$ cat config.mk
export PLATFORM = sky130hd
export DESIGN_NAME = paged_address_translator
export DESIGN_NICKNAME = d
export VERILOG_FILES = /design/src/sv/pat_pkg.sv /design/src/sv/pat_page_table.sv /design/src/sv/paged_address_translator.sv
export SDC_FILE = /design/constraint.sdc
export NUM_CORES = 1
export LEC_CHECK = 0
export BUFFER_PORTS_ARGS = -buffer_cell sky130_fd_sc_hd__buf_2
export CAP_MARGIN = 20
export CORE_ASPECT_RATIO = 0.7
export CORE_MARGIN = 2
export CORE_UTILIZATION = 40
export CTS_BUF_LIST = sky130_fd_sc_hd__clkbuf_8
export DETAILED_ROUTE_END_ITERATION = 16
export GPL_TIMING_DRIVEN = 0
export MAX_ROUTING_LAYER = met4
export SKIP_CTS_REPAIR_TIMING = 1
export SYNTH_ARGS = -nofsm -noshare
export SYNTH_HDL_FRONTEND = slang
export SYNTH_SLANG_ARGS = --single-unit
$ cat constraint.sdc
create_clock -name clock -period 3.7 [get_ports clock]
set_clock_uncertainty 0.05 [all_clocks]
set_input_delay 0.74 -clock clock [delete_from_list [all_inputs] [get_ports clock]]
set_output_delay 0.74 -clock clock [all_outputs]
set_load 0.02 [all_outputs]
$ cat src/sv/pat_pkg.sv
package pat_pkg;

   // fixed field widths of the request and response channels
   localparam int LOGICAL_ADDR_BITS = 18;
   localparam int PHYS_ADDR_BITS    = 20;
   localparam int LOAD_FRAME_BITS   = 8;
   localparam int MODE_BITS         = 2;

   // default geometry
   localparam int OFFSET_BITS_DEF      = 12;
   localparam int PAGE_NUMBER_BITS_DEF = 6;
   localparam int FRAME_BITS_DEF       = 8;

   // valid, readable, writable, referenced, modified
   localparam int ENTRY_FLAG_BITS = 5;

   // request operation codes
   typedef enum logic [MODE_BITS-1:0] {
      MODE_READ  = 2'd0,
      MODE_WRITE = 2'd1,
      MODE_LOAD  = 2'd2
   } mode_type;

endpackage

$ cat src/sv/pat_page_table.sv
module pat_page_table #(
   parameter int PAGE_NUMBER_BITS = pat_pkg::PAGE_NUMBER_BITS_DEF,
   parameter int ENTRY_BITS       = pat_pkg::ENTRY_FLAG_BITS + pat_pkg::FRAME_BITS_DEF
) (
   input  logic                        clock,
   input  logic                        reset,
   input  logic                        rd_en,
   input  logic [PAGE_NUMBER_BITS-1:0] rd_page,
   output logic [ENTRY_BITS-1:0]       rd_entry,
   input  logic                        wr_en,
   input  logic [PAGE_NUMBER_BITS-1:0] wr_page,
   input  logic [ENTRY_BITS-1:0]       wr_entry,
   output logic                        ready
);

   localparam int DEPTH = 2 ** PAGE_NUMBER_BITS;

   logic [ENTRY_BITS-1:0]       entry_mem [DEPTH];
   logic [ENTRY_BITS-1:0]       rd_entry_ff;
   logic                        clear_ff;
   logic                        clear_in;
   logic [PAGE_NUMBER_BITS-1:0] clear_page_ff;
   logic [PAGE_NUMBER_BITS-1:0] clear_page_in;
   logic                        mem_we;
   logic [PAGE_NUMBER_BITS-1:0] mem_addr;
   logic [ENTRY_BITS-1:0]       mem_data;

   // clearing sweep after reset, one entry per cycle
   always_comb begin
      clear_in      = clear_ff && (clear_page_ff != {PAGE_NUMBER_BITS{1'b1}});
      clear_page_in = clear_ff ? PAGE_NUMBER_BITS'(clear_page_ff + 1'b1) : clear_page_ff;
   end

   always_ff @(posedge clock) begin
      if (reset) begin
         clear_ff      <= 1'b1;
         clear_page_ff <= '0;
      end else begin
         clear_ff      <= clear_in;
         clear_page_ff <= clear_page_in;
      end
   end

   // write port shared by the sweep and the update path
   always_comb begin
      mem_we   = clear_ff || wr_en;
      mem_addr = clear_ff ? clear_page_ff : wr_page;
      mem_data = clear_ff ? '0 : wr_entry;
   end

   always_ff @(posedge clock) begin
      if (mem_we) begin
         entry_mem[mem_addr] <= mem_data;
      end
   end

   // registered read port
   always_ff @(posedge clock) begin
      if (rd_en) begin
         rd_entry_ff <= entry_mem[rd_page];
      end
   end

   assign rd_entry = rd_entry_ff;
   assign ready    = ~clear_ff;

endmodule

$ cat src/sv/paged_address_translator.sv
// channel   | direction | handshake            | payload
// req_      | in        | req_valid/req_stall  | mode, logical address, entry to load
// rsp_      | out       | rsp_valid/rsp_stall  | physical address, status flags, fault info
//
// one request at a time: page table read on accept, update and response register
// load when the item completes (separate read and write ports, one item in flight)
// after reset the page table is swept clear entry by entry;
// req_stall stays high during the sweep
// a stalled response holds the item in flight until the response slot frees
module paged_address_translator #(
   parameter int OFFSET_BITS      = pat_pkg::OFFSET_BITS_DEF,
   parameter int PAGE_NUMBER_BITS = pat_pkg::PAGE_NUMBER_BITS_DEF,
   parameter int FRAME_BITS       = pat_pkg::FRAME_BITS_DEF
) (
   input  logic                                  clock,
   input  logic                                  reset,
   input  logic                                  req_valid,
   output logic                                  req_stall,
   input  logic [pat_pkg::MODE_BITS-1:0]         req_mode,
   input  logic [pat_pkg::LOGICAL_ADDR_BITS-1:0] req_logical_address,
   input  logic                                  req_load_valid,
   input  logic                                  req_load_readable,
   input  logic                                  req_load_writable,
   input  logic [pat_pkg::LOAD_FRAME_BITS-1:0]   req_load_frame,
   output logic                                  rsp_valid,
   input  logic                                  rsp_stall,
   output logic [pat_pkg::PHYS_ADDR_BITS-1:0]    rsp_physical_address,
   output logic                                  rsp_translated,
   output logic                                  rsp_page_fault,
   output logic                                  rsp_protection_error,
   output logic [pat_pkg::LOGICAL_ADDR_BITS-1:0] rsp_missed_address,
   output logic                                  rsp_fault_pending
);

   localparam int LA_BITS    = pat_pkg::LOGICAL_ADDR_BITS;
   localparam int PA_BITS    = pat_pkg::PHYS_ADDR_BITS;
   localparam int LF_BITS    = pat_pkg::LOAD_FRAME_BITS;
   localparam int ENTRY_BITS = pat_pkg::ENTRY_FLAG_BITS + FRAME_BITS;
   localparam int E_VALID    = ENTRY_BITS - 1;
   localparam int E_READ     = ENTRY_BITS - 2;
   localparam int E_WRITE    = ENTRY_BITS - 3;
   localparam int E_REF      = ENTRY_BITS - 4;
   localparam int E_MOD      = ENTRY_BITS - 5;

   // request capture and control
   logic                                  accept;
   logic                                  done;
   logic                                  busy_ff;
   logic                                  busy_in;
   logic                                  pt_ready;
   logic [pat_pkg::MODE_BITS-1:0]         mode_ff;
   logic [LA_BITS-1:0]                    laddr_ff;
   logic                                  load_valid_ff;
   logic                                  load_readable_ff;
   logic                                  load_writable_ff;
   logic [LF_BITS-1:0]                    load_frame_ff;
   logic [PAGE_NUMBER_BITS-1:0]           req_page;
   logic [PAGE_NUMBER_BITS-1:0]           page_ff;
   logic [LA_BITS+PAGE_NUMBER_BITS-1:0]   req_laddr_wide;

   // lookup result and decision
   logic [ENTRY_BITS-1:0]                 entry;
   logic [FRAME_BITS-1:0]                 entry_frame;
   logic [FRAME_BITS-1:0]                 load_frame;
   logic                                  is_load;
   logic                                  is_access;
   logic                                  is_write;
   logic                                  page_fault;
   logic                                  prot_error;
   logic                                  translated;
   logic [PA_BITS-1:0]                    phys_addr;
   logic                                  wr_en;
   logic [ENTRY_BITS-1:0]                 wr_entry;

   // response and fault registers
   logic                                  rsp_valid_ff;
   logic                                  rsp_valid_in;
   logic [PA_BITS-1:0]                    phys_addr_ff;
   logic                                  translated_ff;
   logic                                  page_fault_ff;
   logic                                  prot_error_ff;
   logic [LA_BITS-1:0]                    missed_addr_ff;
   logic [LA_BITS-1:0]                    missed_addr_in;
   logic                                  fault_pending_ff;
   logic                                  fault_pending_in;

   // page number of the incoming request, zero above the address width
   assign req_laddr_wide = {{PAGE_NUMBER_BITS{1'b0}}, req_logical_address};
   assign req_page       = PAGE_NUMBER_BITS'(req_laddr_wide >> OFFSET_BITS);

   // handshake control
   assign req_stall = busy_ff | ~pt_ready;
   assign accept    = req_valid & ~req_stall;
   assign done      = busy_ff & (~rsp_valid_ff | ~rsp_stall);

   always_comb begin
      busy_in      = accept | (busy_ff & ~done);
      rsp_valid_in = done | (rsp_valid_ff & rsp_stall);
   end

   always_ff @(posedge clock) begin
      if (reset) begin
         busy_ff      <= 1'b0;
         rsp_valid_ff <= 1'b0;
      end else begin
         busy_ff      <= busy_in;
         rsp_valid_ff <= rsp_valid_in;
      end
   end

   // request payload capture
   always_ff @(posedge clock) begin
      if (accept) begin
         mode_ff          <= req_mode;
         laddr_ff         <= req_logical_address;
         page_ff          <= req_page;
         load_valid_ff    <= req_load_valid;
         load_readable_ff <= req_load_readable;
         load_writable_ff <= req_load_writable;
         load_frame_ff    <= req_load_frame;
      end
   end

   pat_page_table #(
      .PAGE_NUMBER_BITS (PAGE_NUMBER_BITS),
      .ENTRY_BITS       (ENTRY_BITS)
   ) u_page_table (
      .clock    (clock),
      .reset    (reset),
      .rd_en    (accept),
      .rd_page  (req_page),
      .rd_entry (entry),
      .wr_en    (wr_en),
      .wr_page  (page_ff),
      .wr_entry (wr_entry),
      .ready    (pt_ready)
   );

   // permission check and address formation
   always_comb begin
      is_load     = (mode_ff == pat_pkg::MODE_LOAD);
      is_write    = (mode_ff == pat_pkg::MODE_WRITE);
      is_access   = (mode_ff == pat_pkg::MODE_READ) || is_write;
      entry_frame = entry[FRAME_BITS-1:0];
      load_frame  = FRAME_BITS'({{FRAME_BITS{1'b0}}, load_frame_ff});
      page_fault  = is_access & ~entry[E_VALID];
      prot_error  = is_access & entry[E_VALID] &
                    (is_write ? ~entry[E_WRITE] : ~entry[E_READ]);
      translated  = is_access & entry[E_VALID] & ~prot_error;
      phys_addr   = translated ? PA_BITS'({entry_frame, laddr_ff[OFFSET_BITS-1:0]}) : '0;
   end

   // write back: new entry on load, referenced on success, modified on a successful write
   always_comb begin
      wr_en    = done & (is_load | translated);
      wr_entry = entry;
      if (is_load) begin
         wr_entry = {load_valid_ff, load_readable_ff, load_writable_ff, 2'b00, load_frame};
      end else begin
         wr_entry[E_REF] = 1'b1;
         wr_entry[E_MOD] = entry[E_MOD] | is_write;
      end
   end

   // fault bookkeeping
   always_comb begin
      missed_addr_in   = missed_addr_ff;
      fault_pending_in = fault_pending_ff;
      if (done) begin
         if (page_fault) begin
            missed_addr_in   = laddr_ff;
            fault_pending_in = 1'b1;
         end else if (is_load) begin
            fault_pending_in = 1'b0;
         end
      end
   end

   always_ff @(posedge clock) begin
      if (reset) begin
         missed_addr_ff   <= '0;
         fault_pending_ff <= 1'b0;
      end else begin
         missed_addr_ff   <= missed_addr_in;
         fault_pending_ff <= fault_pending_in;
      end
   end

   // response register
   always_ff @(posedge clock) begin
      if (done) begin
         phys_addr_ff  <= phys_addr;
         translated_ff <= translated;
         page_fault_ff <= page_fault;
         prot_error_ff <= prot_error;
      end
   end

   assign rsp_valid            = rsp_valid_ff;
   assign rsp_physical_address = phys_addr_ff;
   assign rsp_translated       = translated_ff;
   assign rsp_page_fault       = page_fault_ff;
   assign rsp_protection_error = prot_error_ff;
   assign rsp_missed_address   = missed_addr_ff;
   assign rsp_fault_pending    = fault_pending_ff;

   // at most one outcome flag per response
   a_one_outcome: assert property (@(posedge clock) disable iff (reset)
      rsp_valid |-> $onehot0({rsp_translated, rsp_page_fault, rsp_protection_error}))
      else $error("more than one outcome flag set");

   // untranslated responses carry a zero address
   a_zero_addr: assert property (@(posedge clock) disable iff (reset)
      rsp_valid && !rsp_translated |-> rsp_physical_address == '0)
      else $error("nonzero address on untranslated response");

   // a page fault leaves a pending fault
   a_fault_pending: assert property (@(posedge clock) disable iff (reset)
      rsp_valid && rsp_page_fault |-> rsp_fault_pending)
      else $error("page fault without pending fault");

   // table writes only from an item in flight, never during the sweep
   a_write_busy: assert property (@(posedge clock) disable iff (reset)
      wr_en |-> busy_ff && pt_ready)
      else $error("page table write without item in flight");

endmodule
* After elaboration in Yosys (flattened, before gate mapping)
Memory sizes are Yosys's and may differ from the RTL's. A register that Yosys moved wholly into a read port is not among the register bits.
Cells that the tools add are included.
** Storage, ports and cells
- Register bits after elaboration :: 88
- Memories kept :: 1
- Bits of input ports :: 35
- Logic and storage cells :: 62
- Output and inout bits :: 44
- RAM bits :: 832
** Operators by class
- Bitwise gates (word level) :: 23
- Add/subtract/negate cells :: 1
- Multiplexer cells :: 10
- Reduce and logical (&&, ||, !) cells :: 7
- Equal/unequal tests :: 3
** Memories
- u_page_table.entry_mem :: depth 64, width 13, read ports 1, clocked after Yosys merged registers in 1, wr ports 1, RTL line pat_page_table.sv:18 : logic [ENTRY_BITS-1:0] entry_mem [DEPTH];
** Operators by type and width (number)
- $mux W13 :: 1
- $and A1 B1 Y1 :: 9
- $mux W8 :: 1
- $not A1 Y1 :: 8
- $add A6 B1 Y6 const B :: 1
- $mux W6 :: 1
- $ne A6 B6 Y1 const B :: 1
- $or A1 B1 Y1 :: 6
- $mux W1 :: 5
- $reduce_and A2 Y1 :: 2
- $mux W3 :: 1
- $eq A2 B1 Y1 const B :: 1
- $eq A2 B2 Y1 const B :: 1
- $logic_not A2 Y1 :: 1
- $logic_or A1 B1 Y1 :: 2
- $mux W2 :: 1
- $reduce_bool A2 Y1 :: 1
- $logic_and A1 B1 Y1 :: 1

* Depth between registers and ports, before layout
- Depth in word-level cells :: 11
- Mapped depth :: 9
- Mapped depth without buffers :: 7

* Modules after synthesis
From an unflattened synthesis, not the netlist that was laid out.
** Second synthesis, totals
- Cell total of the unflattened synthesis :: 1752
- Area total of the unflattened synthesis :: 35769.3 µm²
** By module, submodules not included
- pat_page_table :: cells each 1532, area an instance 32884.0 µm², sequential area each 25514.5 µm², instances 1
- paged_address_translator :: cells each 220, area an instance 2885.3 µm², sequential area each 2042.0 µm², instances 1

* Worst setup path before layout
No wires, ideal clock.
- Kind :: register to register
- Start point :: register mode_ff[1] in the netlist's numbering
- End point :: memory u_page_table.entry_mem[0][0] in the netlist's numbering (data pin)
- Setup time :: 548 ps
- Period minus slack after synthesis :: 3297 ps
- Cell stages (with the launch flop) :: 5
- Arrival :: 2700 ps
- Path slack :: 403 ps
- Required time :: 3102 ps
- Cells stage by stage :: edfxtp_1 > nor2b_1 > clkbuf_1 > nand2_1 > a21oi_1
** Between the ends
- Longest elaborated chain between the ends :: 3
** RTL lines
- start, declared :: RTL line paged_address_translator.sv:51 : logic [pat_pkg::MODE_BITS-1:0] mode_ff;
- start signal, assigned :: RTL line paged_address_translator.sv:114 : mode_ff <= req_mode;
- $eq A2 B2 Y1 :: RTL line paged_address_translator.sv:141 : is_load = (mode_ff == pat_pkg::MODE_LOAD);
- $mux W8 :: RTL line paged_address_translator.sv:157 : if (is_load) begin
- $mux W13 :: RTL line pat_page_table.sv:48 : mem_data = clear_ff ? '0 : wr_entry;
- via u_page_table.mem_data[0] :: RTL line pat_page_table.sv:26 : logic [ENTRY_BITS-1:0] mem_data;
- end, declared :: RTL line pat_page_table.sv:18
The timed path passes the listed nets, and every way through them passes these cells.

* Final worst setup path
- Start point :: register rsp_valid_ff (netlist: rsp_valid)
- End point :: memory u_page_table.entry_mem[53][11] in the netlist's numbering, enable pin
** Between the ends
- Longest elaborated chain between the ends :: 7
** RTL lines
- start, declared :: RTL line paged_address_translator.sv:76 : logic rsp_valid_ff;
- start signal, assigned :: RTL line paged_address_translator.sv:107 : rsp_valid_ff <= rsp_valid_in;
- $not A1 Y1 :: RTL line paged_address_translator.sv:94 : assign done = busy_ff & (~rsp_valid_ff | ~rsp_stall);
- $or A1 B1 Y1 :: RTL line paged_address_translator.sv:94
- $and A1 B1 Y1 :: RTL line paged_address_translator.sv:94
- via done :: RTL line paged_address_translator.sv:47 : logic done;
- $and A1 B1 Y1 :: RTL line paged_address_translator.sv:155 : wr_en = done & (is_load | translated);
- $logic_or A1 B1 Y1 :: RTL line pat_page_table.sv:46 : mem_we = clear_ff || wr_en;
- $mux W1 :: RTL line pat_page_table.sv:52 : if (mem_we) begin
- $mux W1 (not written as such) :: RTL line pat_page_table.sv:53 : entry_mem[mem_addr] <= mem_data;
The timed path passes the listed nets, and every way through them passes these cells.

==> summary.md <==
The number of instances in the synthesized netlist came out at 1,491. In the final layout, the share of cells above drive strength 1 is 28.7%. The number of antenna diodes in the final layout is 0.

IR analysis of the VDD net gives a maximum drop of 0.306 mV. The full die area was 79,100 µm². In this run the worst hold path is classified as input pin to flop. On the worst path, the slowest cell contributes a delay of 790 ps. The logs give 76,500 µm² for the floorplan core area and 33,200 µm² for the area of placed instances. The multi-input combinational cells in the finished layout cover a total of 6700 µm². For the pin with the worst max-slew slack, the measured transition is 1110 ps. After detailed routing, the total wire length is 80.4 mm.

The Yosys step of the flow raised 0 warnings. The worst reg-to-reg setup slack came out at -160 ps. STA classifies the critical path endpoint as a flop.

Timing would allow up to 259 MHz. After routing the design area is 35,500 µm². The critical path in this run is classified as flop to flop. Count of boundary I/O pins: 79. The tool flagged a number of max-cap violations equal to 0. The run gives 797 as the number of sinks handled by clock tree synthesis. TritonCTS built the clock tree. In this run the power density over the cells is 473 nW/µm². Detailed placement HPWL: 54.3 mm.

The first global-routing pass estimated 114 mm of wire. The run finished, with violations left. The via count was 16,300. Counting flops with a built-in enable in the synthesized netlist gives 769. The vias per cell works out to 5.72. The tools report the number of DRC markers in iteration 0 as 2,128. The tools report the maximum number of pins on one net before global-route repair as 37.

On the critical path, the stage with the largest delay is an instance of nand2_1. The final layout contains 1,797 nets. Counting along the longest clock path gives a buffer depth of 3. The die width works out to 335 µm. The tree is rooted in a clkbuf_8.

The total global routing overflow came out at 0. Shortest clock period the worst path allows after layout: 3860 ps. Traced cell by cell, the critical path runs through nand2_1 > nand2_1 > clkinvlp_4 > nand2b_1 > o31ai_1 > nand2_1 > nor2_1 > buf_4. Setup violations remaining at the end of the flow were counted as 93. In this run, synthesis produced a sequential element count of 797. Startpoint of the worst setup timing path: rsp_valid. The overall power consumption was 16.8 mW. Chip height: 236 µm. The run gives -165 ps as the worst path setup slack after routing. The total global routing track utilization was 20.9%.

Once the floorplan was initialized, standard cells occupied 40.2% of the core. The cell count of the worst reg-to-reg path is 8. Post-synthesis instance area: 30,800 µm².

STA classifies the critical path startpoint as a flop. In this run the critical register-to-register path is launched from rsp_valid. Final hold violation count: 0. The synthesized area divided by synthesized cell count is 20.6 µm², and the unique cell type count in the Yosys netlist is 47.

The analysis attributes to cell leakage a power of 12.3 nW. For the number of max-slew violations in the final report, the log shows 0. The final reports fail on negative setup slack. Measured against its own limit, the worst slew margin works out to 26.1%. The number of port buffers was 77; the depth of the worst hold-timing path was 1. The launch point of the worst hold path was req_load_frame[2]. The congestion estimate from routability-driven global placement came to 0.896. The cell family contributing the most delay on the critical path is simple AND/OR/NAND/NOR gates. Prior to clock tree synthesis, the placed netlist has a worst setup slack of -1120 ps. The final clock period utilization by the worst path works out to 104%.

The arrival time at the worst endpoint was 4250 ps. The tools report the number of antenna violations at the first check in global routing as 3. The cell that appears most often on the critical path is nand2_1.

The post-detailed-route count of antenna-violating nets was 0. The tools report the site row count as 85. Among all flip-flop cells after synthesis, the most frequent one is edfxtp_1. The tools report the endpoint required time on the critical path as 4080 ps.

The count of cell instances traversed by the critical path is 8. In the routed design, unresolved DRC markers number 0. The pre-antenna-repair detailed-routing pass consisted of 5 iterations.

Of all flip-flops after synthesis, the portion carrying an async set or reset was 0%. The sequential cells in the finished layout cover a total of 23,700 µm². The insertion delay to the later sink of the worst-skew pair is 730 ps, and the maximum fanout encountered on the critical timing path is 25. The routed wire length per instance is 28.2 µm, and the level count of the clock H-tree is 3. The count of buffer and inverter cells on the critical path was 2; the smallest hold slack was 145 ps. Setup repair after global routing could not meet its margin everywhere. The number of inserted filler cells in the final layout came out at 6,355.

Of the synthesized area, sequential elements account for 76.9%. Counting the buffers created by CTS gives 111. The number of global-route vias before repair came out at 15,800. The clock edge transition at the registers on the reported setup and hold paths was 60 ps. Number of nets in the synthesized netlist: 1,527.

From synthesis to final layout, the design area changed by 15.4%.
kinds of logic (layout without fill, tap and decap cells):
logic type      Yosys count  count (layout)  share of synthesized area [%]
compound gates          138             138                           3.02
mux                     220             220                           14.5
buf+inv                  86             440                           1.89
simple gates            245             245                           3.56
xor+xnor                  4               4                          0.114
flops                   797             797                           76.9
fa+ha+maj                 1               1                         0.0407
final cells by class:
class	count	share of cell area [%]
Sequential cell	797	66.6
Clock buffer	116	4.50
Multi-Input combinational cell	608	18.9
Buffer	78	1.55
Tap cell	1000	3.52
Timing Repair Buffer	157	3.86
Inverter	8	0.0952
Clock inverter	81	0.980
report_power, final:
part / switching, mW / internal (mW) / leakage [nW]
Clock: 3.22 / 2.94 / 1.17
Sequential: 0.0139 / 9.80 / 7.84
Combinational: 0.497 / 0.304 / 3.33
Total: 3.73 / 13.0 / 12.3
path summary, 6_finish.rpt:
path | to
setup / recovery | u_page_table.entry_mem[53][11]
hold / removal | load_frame[2]
setup reg to reg | u_page_table.entry_mem[53][11]
hold reg to reg | rsp_missed_address[3]
metal layers:
layer | GRT usage (%) | part of all wire (%)
met2 | 27.3 | 41
met1 | 32.4 | 45
met3 | 5.85 | 12
met5 | - | 0
met4 | 4.24 | 1.8
sequential cells by signal (all words and copies together), names as in the netlist, 2 cells and up:
signal / flops
mode_ff: 2
laddr_ff: 18
rsp_missed_address: 18
load_frame: 8
u_page_table.rd_entry: 11
u_page_table.entry_mem: 704
u_page_table.clear_page_ff: 6
rsp_physical_address: 20
layout by cell type (no fill, tap or decap), types with 4 or more instances in the layout:
cell type,Yosys,routed
nand2_1,93,93
a21oi_1,43,32
a211oi_1,5,5
o21ai_0,5,5
buf_8,3,4
nand2b_1,11,11
and3_1,21,21
o32ai_1,6,6
clkinv_2,0,4
mux4_1,17,17
buf_12,4,15
a21oi_4,0,11
a22oi_1,23,23
nor2_1,77,60
mux2_2,14,14
mux2i_1,33,33
buf_2,17,95
nand4_1,6,6
o221ai_1,13,13
and2_1,4,4
buf_4,8,37
buf_1,6,6
edfxtp_1,769,769
clkinv_1,0,22
a22o_1,6,6
clkbuf_1,25,25
nand3b_1,4,4
nand3_1,14,14
o21ai_1,8,8
o31ai_1,6,6
clkbuf_8,0,116
buf_16,0,6
mux4_2,156,156
o22ai_1,14,14
nor2b_1,7,7
nor2_2,0,14
inv_1,8,58
dfxtp_1,28,28
buf_6,14,46
cells in the mapped netlist, types with 2 or more instances:
library cell  number  share of area, %
buf_2             17              0.28
nand2b_1          11              0.22
o22ai_1           14              0.28
dfxtp_1           28               1.8
a211oi_1           5              0.12
xnor2_1            2             0.057
and3_1            21              0.43
a221oi_1           2             0.057
buf_6             14              0.51
nand3_1           14              0.23
o221ai_1          13              0.37
nor2b_1            7              0.14
nand4_1            6              0.12
clkbuf_1          25              0.31
and2_1             4             0.081
edfxtp_1         769                75
or3_1              3             0.061
nand3b_1           4             0.098
mux2i_1           33               1.1
o21ai_1            8              0.13
buf_8              3              0.15
mux4_1            17               1.5
buf_4              8              0.20
nor3_1             2             0.033
mux4_2           156                11
o32ai_1            6              0.17
mux2_2            14              0.51
a22oi_1           23              0.56
inv_1              8             0.098
xor2_1             2             0.057
or2_2              2             0.041
nor2_1            77              0.94
o21ai_0            5             0.081
a221o_1            3             0.098
o31ai_1            6              0.15
a22o_1             6              0.17
a21oi_1           43              0.70
buf_1              6             0.073
buf_12             4              0.26
nand2_1           93               1.1
per-stage QoR:
step	utilization (%)	setup TNS [ps]	instances
after floorplan	-	0	1491
after CTS	46.0	-250890	2812
after global routing	46.4	-41750	2845
after global placement	42.4	-2282600	2568
final	46.4	-4520	2845
after detailed placement	43.4	-596660	2615
Power figures use the tool's default switching activity.
